--- config.mk ---
export PLATFORM = sky130hd
export DESIGN_NAME = interval_schedule_select
export DESIGN_NICKNAME = d
export VERILOG_FILES = /design/src/rtl/core/iss_pkg.sv /design/src/rtl/core/interval_schedule_select.sv /design/src/rtl/core/iss_front.sv /design/src/rtl/core/iss_queue.sv /design/src/rtl/core/iss_back.sv
export VERILOG_INCLUDE_DIRS = /design/src /design/src/rtl/core
export SDC_FILE = /design/constraint.sdc
export NUM_CORES = 2
export LEC_CHECK = 0
export BUFFER_PORTS_ARGS = -buffer_cell sky130_fd_sc_hd__buf_2
export CAP_MARGIN = 0
export CORE_ASPECT_RATIO = 1.75
export CORE_MARGIN = 1
export CORE_UTILIZATION = 43
export CTS_BUF_LIST = sky130_fd_sc_hd__clkbuf_4
export DETAILED_ROUTE_END_ITERATION = 10
export GPL_ROUTABILITY_DRIVEN = 1
export PLACE_DENSITY = 0.67
export SYNTH_ARGS = -nofsm -noshare
export SYNTH_HDL_FRONTEND = slang
export SYNTH_HIERARCHICAL = 1
export SYNTH_SLANG_ARGS = --single-unit
--- constraint.sdc ---
create_clock -name clock -period 3.6 [get_ports clock]
set_input_delay 0.36 -clock clock [delete_from_list [all_inputs] [get_ports clock]]
set_output_delay 0.36 -clock clock [all_outputs]
set_load 0.01 [all_outputs]
--- src/rtl/core/assert_macros.svh ---
// Assertion macros shared by the interval selection RTL.
// Compiled out when SYNTHESIS is defined.
`ifndef ASSERT_MACROS_SVH
`define ASSERT_MACROS_SVH
`ifndef SYNTHESIS
`define ISS_ASSERT(name, clk, rst, prop) \
   name: assert property (@(posedge clk) disable iff (rst) prop) \
      else $error("%m: assertion failed");
`define ISS_ASSERT_R(name, clk, prop) \
   name: assert property (@(posedge clk) prop) \
      else $error("%m: assertion failed");
`else
`define ISS_ASSERT(name, clk, rst, prop)
`define ISS_ASSERT_R(name, clk, prop)
`endif
`endif

--- src/rtl/core/iss_pkg.sv ---
// Package for interval_schedule_select: word types and fixed widths.
// No dependencies.
package iss_pkg;
   localparam int FIELD_TIME_W = 16;
   localparam int NUM_W        = 7;

   typedef struct packed {
      logic [FIELD_TIME_W-1:0] start_time;
      logic [FIELD_TIME_W-1:0] end_time;
      logic                    last_interval;
   } req_type;

   typedef struct packed {
      logic [NUM_W-1:0] interval_number;
      logic             last_result;
      logic             overflow;
   } rsp_type;

   typedef struct packed {
      logic [NUM_W-1:0] count;
      logic             dropped;
   } job_type;
endpackage

--- src/rtl/core/interval_schedule_select.sv ---
// interval_schedule_select: earliest-finish greedy interval selection.
// Intervals load at one word per cycle. After the last-marked word, the loader
// stalls while the selector runs: each pick is one pass over the n stored
// intervals through the single memory read port, and a set with k picks
// takes k + 1 passes, the last of which finds no further interval.
module interval_schedule_select #(
   parameter int MAX_INTERVALS = 64,
   parameter int TIME_BITS     = 16
) (
   input  logic             clock,
   input  logic             reset,
   input  logic             req_valid,
   output logic             req_stall,
   input  iss_pkg::req_type req_word,
   output logic             rsp_valid,
   input  logic             rsp_stall,
   output iss_pkg::rsp_type rsp_word
);
   import iss_pkg::*;

   localparam int IDX_W = $clog2(MAX_INTERVALS);

   logic                 push, pop, q_empty, back_busy;
   job_type              push_job, head_job;
   logic [IDX_W-1:0]     rd_addr;
   logic [TIME_BITS-1:0] rd_start, rd_end;

   iss_front #(.MAX_INTERVALS(MAX_INTERVALS), .TIME_BITS(TIME_BITS)) u_front (
      .clock, .reset, .req_valid, .req_stall, .req_word,
      .job_pending(!q_empty || back_busy),
      .push, .push_job, .rd_addr, .rd_start, .rd_end
   );

   iss_queue u_queue (
      .clock, .reset, .push, .push_job, .pop, .empty(q_empty), .head_job
   );

   iss_back #(.MAX_INTERVALS(MAX_INTERVALS), .TIME_BITS(TIME_BITS)) u_back (
      .clock, .reset, .q_empty, .head_job, .pop, .busy(back_busy),
      .rd_addr, .rd_start, .rd_end, .rsp_valid, .rsp_stall, .rsp_word
   );
endmodule

--- src/rtl/core/iss_front.sv ---
// Loader: stores intervals into the time memories and posts a job per set.
// Depends on iss_pkg.
module iss_front #(
   parameter int MAX_INTERVALS = 64,
   parameter int TIME_BITS     = 16
) (
   input  logic                            clock,
   input  logic                            reset,
   input  logic                            req_valid,
   output logic                            req_stall,
   input  iss_pkg::req_type                req_word,
   input  logic                            job_pending,
   output logic                            push,
   output iss_pkg::job_type                push_job,
   input  logic [$clog2(MAX_INTERVALS)-1:0] rd_addr,
   output logic [TIME_BITS-1:0]            rd_start,
   output logic [TIME_BITS-1:0]            rd_end
);
   import iss_pkg::*;

   localparam int IDX_W = $clog2(MAX_INTERVALS);
   localparam int CNT_W = $clog2(MAX_INTERVALS + 1);

   logic [TIME_BITS-1:0] start_mem [MAX_INTERVALS];
   logic [TIME_BITS-1:0] end_mem   [MAX_INTERVALS];
   logic [CNT_W-1:0]     count_ff, count_in;
   logic                 drop_ff, drop_in;
   logic                 accept, room;
   logic [TIME_BITS-1:0] rd_start_ff, rd_end_ff;

   assign req_stall = job_pending;
   assign accept    = req_valid && !req_stall;
   assign room      = count_ff < CNT_W'(MAX_INTERVALS);

   always_comb begin
      count_in = count_ff;
      drop_in  = drop_ff;
      if (accept) begin
         if (room) count_in = count_ff + CNT_W'(1);
         else drop_in = 1'b1;
         if (req_word.last_interval) begin
            count_in = '0;
            drop_in  = 1'b0;
         end
      end
   end

   assign push           = accept && req_word.last_interval;
   assign push_job.count = NUM_W'(room ? count_ff + CNT_W'(1) : count_ff);
   assign push_job.dropped = drop_ff || !room;

   always_ff @(posedge clock) begin
      if (reset) begin
         count_ff <= '0;
         drop_ff  <= 1'b0;
      end else begin
         count_ff <= count_in;
         drop_ff  <= drop_in;
      end
   end

   always_ff @(posedge clock) begin
      if (accept && room) begin
         start_mem[count_ff[IDX_W-1:0]] <= TIME_BITS'(req_word.start_time);
         end_mem[count_ff[IDX_W-1:0]]   <= TIME_BITS'(req_word.end_time);
      end
      rd_start_ff <= start_mem[rd_addr];
      rd_end_ff   <= end_mem[rd_addr];
   end

   assign rd_start = rd_start_ff;
   assign rd_end   = rd_end_ff;
endmodule

--- src/rtl/core/iss_queue.sv ---
// Two-entry job queue between loader and selector.
// Depends on iss_pkg and assert_macros.svh.
`include "assert_macros.svh"
module iss_queue (
   input  logic             clock,
   input  logic             reset,
   input  logic             push,
   input  iss_pkg::job_type push_job,
   input  logic             pop,
   output logic             empty,
   output iss_pkg::job_type head_job
);
   import iss_pkg::*;

   job_type    slot_ff [2];
   logic       wr_ff, rd_ff;
   logic [1:0] fill_ff;

   assign empty    = fill_ff == 2'd0;
   assign head_job = slot_ff[rd_ff];

   always_ff @(posedge clock) begin
      if (reset) begin
         wr_ff   <= 1'b0;
         rd_ff   <= 1'b0;
         fill_ff <= 2'd0;
      end else begin
         if (push) wr_ff <= !wr_ff;
         if (pop)  rd_ff <= !rd_ff;
         if (push && !pop) fill_ff <= fill_ff + 2'd1;
         else if (pop && !push) fill_ff <= fill_ff - 2'd1;
      end
   end

   always_ff @(posedge clock) begin
      if (push) slot_ff[wr_ff] <= push_job;
   end

   `ISS_ASSERT(no_overrun, clock, reset, push && !pop |-> fill_ff != 2'd2)
   `ISS_ASSERT(no_underrun, clock, reset, pop |-> !empty)
   `ISS_ASSERT(fill_bound, clock, reset, fill_ff != 2'd3)
endmodule

--- src/rtl/core/iss_back.sv ---
// Selector: repeated minimum scans over stored intervals, greedy pick, output register.
// Depends on iss_pkg and assert_macros.svh.
`include "assert_macros.svh"
module iss_back #(
   parameter int MAX_INTERVALS = 64,
   parameter int TIME_BITS     = 16
) (
   input  logic                             clock,
   input  logic                             reset,
   input  logic                             q_empty,
   input  iss_pkg::job_type                 head_job,
   output logic                             pop,
   output logic                             busy,
   output logic [$clog2(MAX_INTERVALS)-1:0] rd_addr,
   input  logic [TIME_BITS-1:0]             rd_start,
   input  logic [TIME_BITS-1:0]             rd_end,
   output logic                             rsp_valid,
   input  logic                             rsp_stall,
   output iss_pkg::rsp_type                 rsp_word
);
   import iss_pkg::*;

   localparam int IDX_W = $clog2(MAX_INTERVALS);
   localparam int CNT_W = $clog2(MAX_INTERVALS + 1);
   localparam logic [1:0] ST_IDLE = 2'd0;
   localparam logic [1:0] ST_SCAN = 2'd1;
   localparam logic [1:0] ST_FIN  = 2'd2;

   logic [1:0]           state_ff;
   logic [CNT_W-1:0]     n_ff, issue_ff;
   logic                 ovf_ff, chk_vld_ff, first_ff, found_ff;
   logic [IDX_W-1:0]     chk_idx_ff, best_idx_ff, prev_idx_ff, pend_idx_ff;
   logic [TIME_BITS-1:0] best_end_ff, limit_ff, prev_end_ff;
   logic                 pend_vld_ff;
   logic                 rsp_valid_ff;
   rsp_type              rsp_word_ff;
   logic                 out_free, elig, better, out_load, out_last;

   assign busy      = state_ff != ST_IDLE;
   assign pop       = state_ff == ST_IDLE && !q_empty;
   assign rd_addr   = issue_ff[IDX_W-1:0];
   assign out_free  = !rsp_valid_ff || !rsp_stall;
   assign rsp_valid = rsp_valid_ff;
   assign rsp_word  = rsp_word_ff;

   assign elig = first_ff || (rd_start >= limit_ff &&
      (rd_end > prev_end_ff || (rd_end == prev_end_ff && chk_idx_ff > prev_idx_ff)));
   assign better = !found_ff || rd_end < best_end_ff;

   always_comb begin
      out_load = 1'b0;
      out_last = 1'b0;
      if (state_ff == ST_FIN && out_free) begin
         if (found_ff) out_load = pend_vld_ff;
         else begin
            out_load = 1'b1;
            out_last = 1'b1;
         end
      end
   end

   always_ff @(posedge clock) begin
      if (reset) begin
         state_ff     <= ST_IDLE;
         chk_vld_ff   <= 1'b0;
         pend_vld_ff  <= 1'b0;
         rsp_valid_ff <= 1'b0;
         found_ff     <= 1'b0;
         first_ff     <= 1'b0;
         issue_ff     <= '0;
      end else begin
         if (out_load) rsp_valid_ff <= 1'b1;
         else if (!rsp_stall) rsp_valid_ff <= 1'b0;
         chk_vld_ff <= state_ff == ST_SCAN && issue_ff < n_ff;
         case (state_ff)
            ST_IDLE: begin
               if (pop) begin
                  state_ff    <= ST_SCAN;
                  issue_ff    <= '0;
                  first_ff    <= 1'b1;
                  found_ff    <= 1'b0;
                  pend_vld_ff <= 1'b0;
               end
            end
            ST_SCAN: begin
               if (issue_ff < n_ff) issue_ff <= issue_ff + CNT_W'(1);
               if (chk_vld_ff && elig && better) found_ff <= 1'b1;
               if (issue_ff == n_ff && !chk_vld_ff) state_ff <= ST_FIN;
            end
            ST_FIN: begin
               if (found_ff && (!pend_vld_ff || out_free)) begin
                  pend_vld_ff <= 1'b1;
                  first_ff    <= 1'b0;
                  found_ff    <= 1'b0;
                  issue_ff    <= '0;
                  state_ff    <= ST_SCAN;
               end else if (!found_ff && out_free) begin
                  pend_vld_ff <= 1'b0;
                  state_ff    <= ST_IDLE;
               end
            end
            default: state_ff <= ST_IDLE;
         endcase
      end
   end

   always_ff @(posedge clock) begin
      if (pop) begin
         n_ff   <= CNT_W'(head_job.count);
         ovf_ff <= head_job.dropped;
      end
      chk_idx_ff <= issue_ff[IDX_W-1:0];
      if (state_ff == ST_SCAN && chk_vld_ff && elig && better) begin
         best_end_ff <= rd_end;
         best_idx_ff <= chk_idx_ff;
      end
      if (state_ff == ST_FIN && found_ff && (!pend_vld_ff || out_free)) begin
         pend_idx_ff <= best_idx_ff;
         limit_ff    <= best_end_ff;
         prev_end_ff <= best_end_ff;
         prev_idx_ff <= best_idx_ff;
      end
      if (out_load) begin
         rsp_word_ff.interval_number <= NUM_W'(pend_idx_ff) + NUM_W'(1);
         rsp_word_ff.last_result     <= out_last;
         rsp_word_ff.overflow        <= ovf_ff;
      end
   end

   `ISS_ASSERT(load_only_busy, clock, reset, out_load |-> state_ff == ST_FIN && pend_vld_ff)
   `ISS_ASSERT(pop_only_idle, clock, reset, pop |=> state_ff == ST_SCAN)
   `ISS_ASSERT(last_ends_run, clock, reset, out_load && out_last |=> state_ff == ST_IDLE)
endmodule

== Yosys cells after proc, flatten, opt, wreduce, memory -nomap -nowiden ==
Memory sizes are Yosys's and may differ from the RTL's. A register that Yosys moved wholly into a read port is not among the register bits.
Index checks and enable logic that the tools add are counted.

* Flip-flop bits (word level): 85
* Bits in latches: 0
* Memory bits (writable): 2064
* Memory bits (read-only): 0
* Input port bits: 37
* Memories kept: 3

* Add/subtract/negate cells: 5
* $mul: 0
* Div/mod/pow operators: 0
* Magnitude comparators: 6
* Equal/unequal tests: 12
* Shift operators: 0
* Multiplexer cells: 33
* Bitwise logic cells: 0
* Reduce and logical (&&, ||, !) cells: 51

{| class="wikitable"
|+ Memories
! memory !! depth !! width !! rd ports !! clocked after Yosys merged registers in !! wr ports !! RTL line !! source
|-
| u_front.end_mem || 64 || 16 || 1 || 1 || 1 || iss_front.sv:25 || <nowiki>logic [TIME_BITS-1:0] end_mem [MAX_INTERVALS];</nowiki>
|-
| u_front.start_mem || 64 || 16 || 1 || 1 || 1 || iss_front.sv:24 || <nowiki>logic [TIME_BITS-1:0] start_mem [MAX_INTERVALS];</nowiki>
|-
| u_queue.slot_ff || 2 || 8 || 1 || 1 || 1 || iss_queue.sv:15 || <nowiki>job_type slot_ff [2];</nowiki>
|}

{| class="wikitable"
|+ Operators with widths
! operator !! number
|-
| $mux 7 || 5
|-
| $pmux 7 s3 || 1
|-
| $logic_and 1x1->1 || 20
|-
| $mux 1 || 17
|-
| $eq 16x16->1 || 1
|-
| $ge 16x16->1 || 1
|-
| $gt 16x16->1 || 1
|-
| $lt 16x16->1 || 1
|-
| $add 7x1->7 const B || 2
|-
| $logic_not 1->1 || 12
|-
| $mux 2 || 6
|-
| $ne 2x2->1 const B || 6
|-
| $reduce_and 3->1 || 3
|-
| $reduce_and 4->1 || 2
|-
| $add 6x1->7 const B || 1
|-
| $eq 7x7->1 || 1
|-
| $logic_or 1x1->1 || 7
|-
| $lt 7x7->1 || 1
|-
| $lt 7x7->1 const B || 1
|-
| $gt 6x6->1 || 1
|-
| $pmux 2 s3 || 1
|-
| $reduce_bool 2->1 || 3
|-
| $logic_not 2->1 || 2
|-
| $pmux 1 s2 || 2
|-
| 9 further kinds || 9
|}

== Longest topological paths before layout ==
* Depth in word-level cells: 10
* Mapped depth: 11
* Gate-level depth less buffers: 8

== Hierarchy ==
Netlist, hierarchy kept.

{| class="wikitable"
|+ Modules (own cells, without submodules)
! module !! instances !! cells an instance !! area an instance (um2) !! seq. area each (um2)
|-
| iss_front || 1 || 3401 || 79276.0 || 62299.8
|-
| iss_back || 1 || 364 || 4212.8 || 2232.1
|-
| iss_queue || 1 || 46 || 774.5 || 580.6
|-
| interval_schedule_select || 1 || 1 || 6.3 || 0.0
|}

== Worst setup path before layout ==
No wires, ideal clock.

* Kind: reg2reg
* Start point: register u_back.state_ff[0]
* End point: memory u_front.end_mem[55][0] (enable)
* Setup time: 0.421 ns
* Data arrival time: 3.129 ns
* Data required time: 3.179 ns
* Setup slack: 0.050 ns
* Cell stages (with the launch flop): 8
* Clock period less this slack: 3.550 ns
* Cells stage by stage: dfxtp_1 or2_2 nand2b_1 nand2b_1 clkbuf_1 nor3b_1 nand3_1 nor2_1

* Word-level cells in the longest chain between the ends: 7

{| class="wikitable"
|+ RTL lines
! element !! RTL line !! source
|-
| start: declaration || iss_back.sv:29 || <nowiki>logic [1:0] state_ff;</nowiki>
|-
| start signal: assignment || iss_back.sv:64 || <nowiki>state_ff <= ST_IDLE;</nowiki>
|-
| start signal: assignment || iss_back.sv:78 || <nowiki>state_ff <= ST_SCAN;</nowiki>
|-
| start signal: assignment || iss_back.sv:88 || <nowiki>if (issue_ff == n_ff && !chk_vld_ff) state_ff <= ST_FIN;</nowiki>
|-
| $reduce_bool 2->1 || iss_back.sv:39 || <nowiki>assign busy = state_ff != ST_IDLE;</nowiki>
|-
| net back_busy || interval_schedule_select.sv:23 || <nowiki>logic push, pop, q_empty, back_busy;</nowiki>
|-
| $logic_or 1x1->1 || interval_schedule_select.sv:30 || <nowiki>.job_pending(!q_empty || back_busy),</nowiki>
|-
| $logic_not 1->1 || iss_front.sv:32 || <nowiki>assign accept = req_valid && !req_stall;</nowiki>
|-
| $logic_and 1x1->1 || iss_front.sv:32 ||
|-
| $logic_and 1x1->1 || iss_front.sv:63 || <nowiki>if (accept && room) begin</nowiki>
|-
| $mux 1 || iss_front.sv:63 ||
|-
| $mux 1 (not written as such) || iss_front.sv:65 || <nowiki>end_mem[count_ff[IDX_W-1:0]] <= TIME_BITS'(req_word.end_time);</nowiki>
|-
| end: declaration || iss_front.sv:25 ||
|}

The timed path passes the listed nets, and every way through them passes these cells.

==> flow_metrics.tcl <==
set metrics [dict create \
    outcome "complete, no violations" \
    start_kind "register" \
    ys_async_sr_fraction 0 \
    finalCriticalPeriod_ps 3344 \
    gp_congestion 0.8651 \
    ys_ff_latch 2190 \
    grt_use_total 0.2083 \
    synth_cell_types 62 \
    routed_wl_mm 204.2 \
    hold_viol 0 \
    path_max_fanout 44 \
    die_y_um 587.6 \
    max-vdd-ir-drop_mv 0.3181 \
    fmax_ghz 0.2991 \
    antenna_found_initial 9 \
    cts_inserted_buffers 453 \
    grt_pass1_vias 44020 \
    grt_pass1_wl_mm 296.4 \
    area.growth.synth_to_final_pct 13.67 \
    hold_depth 3 \
    core_area_mm2 0.1944 \
    cts-htree-levels 5 \
    die-area_mm2 0.1978 \
    power-per-cell-area_mw_per_mm2 563.1 \
    synth_nets 3913 \
    worstPathRequired_ps 4600 \
    finalCritPeriodShare 0.9288 \
    cpMostUsedCell "mux4_2" \
    die_x_um 336.6 \
    cp_num_buf_inv 2 \
    cts_buffer_depth 4 \
    critPathCaptureType "register" \
    cp_top_family "multiplexers" \
    setup_violations 0 \
    io_pins 48 \
    vias 41470 \
    tightest_slew_ps 1275 \
    initial_core_util 0.4335 \
    clock_latency_ps 1230 \
    slowest_stage "mux4_2" \
    crit_arrival_ps 4340 \
    p_total_mw 53.94 \
    worst_clock_skew_ps 108.6 \
    synthCells 3812 \
    syn_avg_cell_area_um2 22.11 \
    cts_tree "done" \
    synthesis.area_mm2 0.08427 \
    r2r_cells 6 \
    synth_top_flop_cell "edfxtp_1" \
    critPathMaxStageDelay_ps 570 \
    fin_util 0.4928 \
    drive_gt1_frac 0.3304 \
    max-slew-margin-rel 0.1499 \
    hold_class "primary input to register" \
    final_antenna_net_count 0 \
    ys_warn_count 6 \
    rsz0062_at_grt "no" \
    post_cts_buffers 0 \
    firstDrtPassIters 7 \
    drt_iter0_drc 3384 \
    post_cts_resized 0 \
    cp.depth 6 \
    cts-root-buf "clkbuf_4" \
    cts_num_sinks 2190 \
    p_leak_nw 29.69 \
    drv_cap 0 \
    fin_nets 4457 \
    criticalPathCategory "register to register" \
    drc 0 \
    rows 214 \
    grt_max_degree 68 \
    portBuffers 47 \
    wire_per_inst_um 27.86 \
    crit_path_cell_trace "buf_4 > buf_12 > mux4_2 > mux4_2 > a22oi_1 > nand2_1" \
    synth-edff-count 2125 \
    dp_hpwl_mm 126.5 \
    path_clk_slew_ps 80 \
    tns_ps 0 \
    yosysSeqAreaShare 0.7727 \
    viasPerCell 5.658 \
    hold_ws_ps 135.6 \
    gr-total-overflow 0 \
    drv_slew 0 \
]
-- cells in the final DEF, fill, tap and decap left out, drive strengths merged, types with 14 or more instances in the layout --
cell	instances
buf	243
nor2	113
a221oi	40
o221ai	14
nor2b	31
nand2	77
o22ai	40
a22oi	41
edfxtp	2125
inv	57
o211ai	15
a21oi	51
a21o	16
clkbuf	623
dlygate4sd3	41
o21ai	43
mux2i	148
clkinv	183
mux2	23
nand3	33
ha	64
dfxtp	65
mux4	526
-- through the flow --
| step | area [um^2] | instances | setup slack, ps |
|---|---|---|---|
| 2_1_floorplan | 84270 | 3812 | 50.04 |
| 3_3_place_gp | 89560 | 6452 | 301.2 |
| 3_5_place_dp | 89560 | 6452 | 297.8 |
| 4_1_cts | 95750 | 7317 | 257.7 |
| 5_1_grt | 95780 | 7327 | 139.8 |
| 6_report | 95790 | 7330 | 256.4 |
-- synth_stat cells, types with 22 or more instances --
master / number / area (um^2)
inv_1: 52 / 195.2
buf_2: 60 / 300.3
mux4_2: 526 / 11850
o22ai_1: 40 / 250.2
o21ai_0: 41 / 205.2
clkbuf_1: 68 / 255.2
ha_1: 64 / 800.8
nand2_1: 77 / 289.0
a221oi_1: 39 / 341.6
buf_1: 22 / 82.58
buf_4: 36 / 270.3
nor2b_1: 31 / 193.9
a21oi_1: 50 / 250.2
nand3_1: 33 / 165.2
dfxtp_1: 65 / 1301
mux2i_1: 148 / 1481
edfxtp_1: 2125 / 63810
nor2_1: 113 / 424.2
mux2_2: 23 / 259.0
a22oi_1: 41 / 307.8
-- cells by family (layout without fill, tap and decap cells) --
| family | count (synthesis) | after routing | synth area share |
|---|---|---|---|
| DFF | 2190 | 2190 | 0.7727 |
| muxes | 697 | 697 | 0.1612 |
| and+or+nand+nor | 317 | 317 | 0.01782 |
| AOI/OAI and AO/OA | 281 | 281 | 0.02282 |
| buffers and inverters | 247 | 1160 | 0.01430 |
| adders and majority gates | 64 | 64 | 0.009502 |
| xor gates and xnor gates | 16 | 16 | 0.001663 |
| other | 0 | 13 | 0 |
-- routing by layer --
metal / global-route usage / wire, um
met3: 0.03277 / 11010
met4: 0.09021 / 8677
met1: 0.2385 / 72570
met5: 0 / 13
met2: 0.3810 / 111900
-- flip-flops by register name, summed over array words and instances, names as in the netlist, 6 cells and up, named ones only --
name and flops:
u_back/best_end_ff 16, u_back/best_idx_ff 6, u_back/chk_idx_ff 6, u_back/issue_ff 7, u_back/n_ff 7, u_back/pend_idx_ff 6
u_back/prev_end_ff 16, u_back/rsp_word 9, u_front/count_ff 7, u_front/end_mem 1024, u_front/rd_end 16, u_front/rd_start 16
u_front/start_mem 1024, u_queue/slot_ff 16
-- tightest hold or removal path, stage by stage --
cell,delay (ps)
dlygate4sd3_1,540
buf_2,290
nor2_1,150
-- power by group --
group / switching, mW / internal (mW)
Sequential: 0.474 / 28.4
Combinational: 3.71 / 3.32
Clock: 9.22 / 8.86
-- final timing paths --
path                                             from                     to  slack (ps)
worst max-delay path               u_back/issue_ff[0]      u_front/rd_end[8]         260
worst min-delay path                            reset     u_back/issue_ff[1]         140
worst max register to register     u_back/issue_ff[0]      u_front/rd_end[8]         260
worst min register to register  u_back/best_end_ff[9]  u_back/prev_end_ff[9]         420
-- area by class of cell --
class | count | area (um^2)
Antenna cell | 13 | 32.53
Clock buffer | 623 | 4677
Clock inverter | 201 | 1110
Fill cell | 15800 | 98600
Inverter | 52 | 195.2
Multi-Input combinational cell | 1375 | 18460
Sequential cell | 2190 | 65130
Tap cell | 2592 | 3243
Timing Repair Buffer | 284 | 2943
-- timing repair --
item / 4_1_cts / 5_1_grt
endpoints found under the hold margin: 1865 / 0
setup endpoints to repair: 0 / 0
hold buffers: 41 / 0
Note: power is estimated with default switching activity, not from simulation.
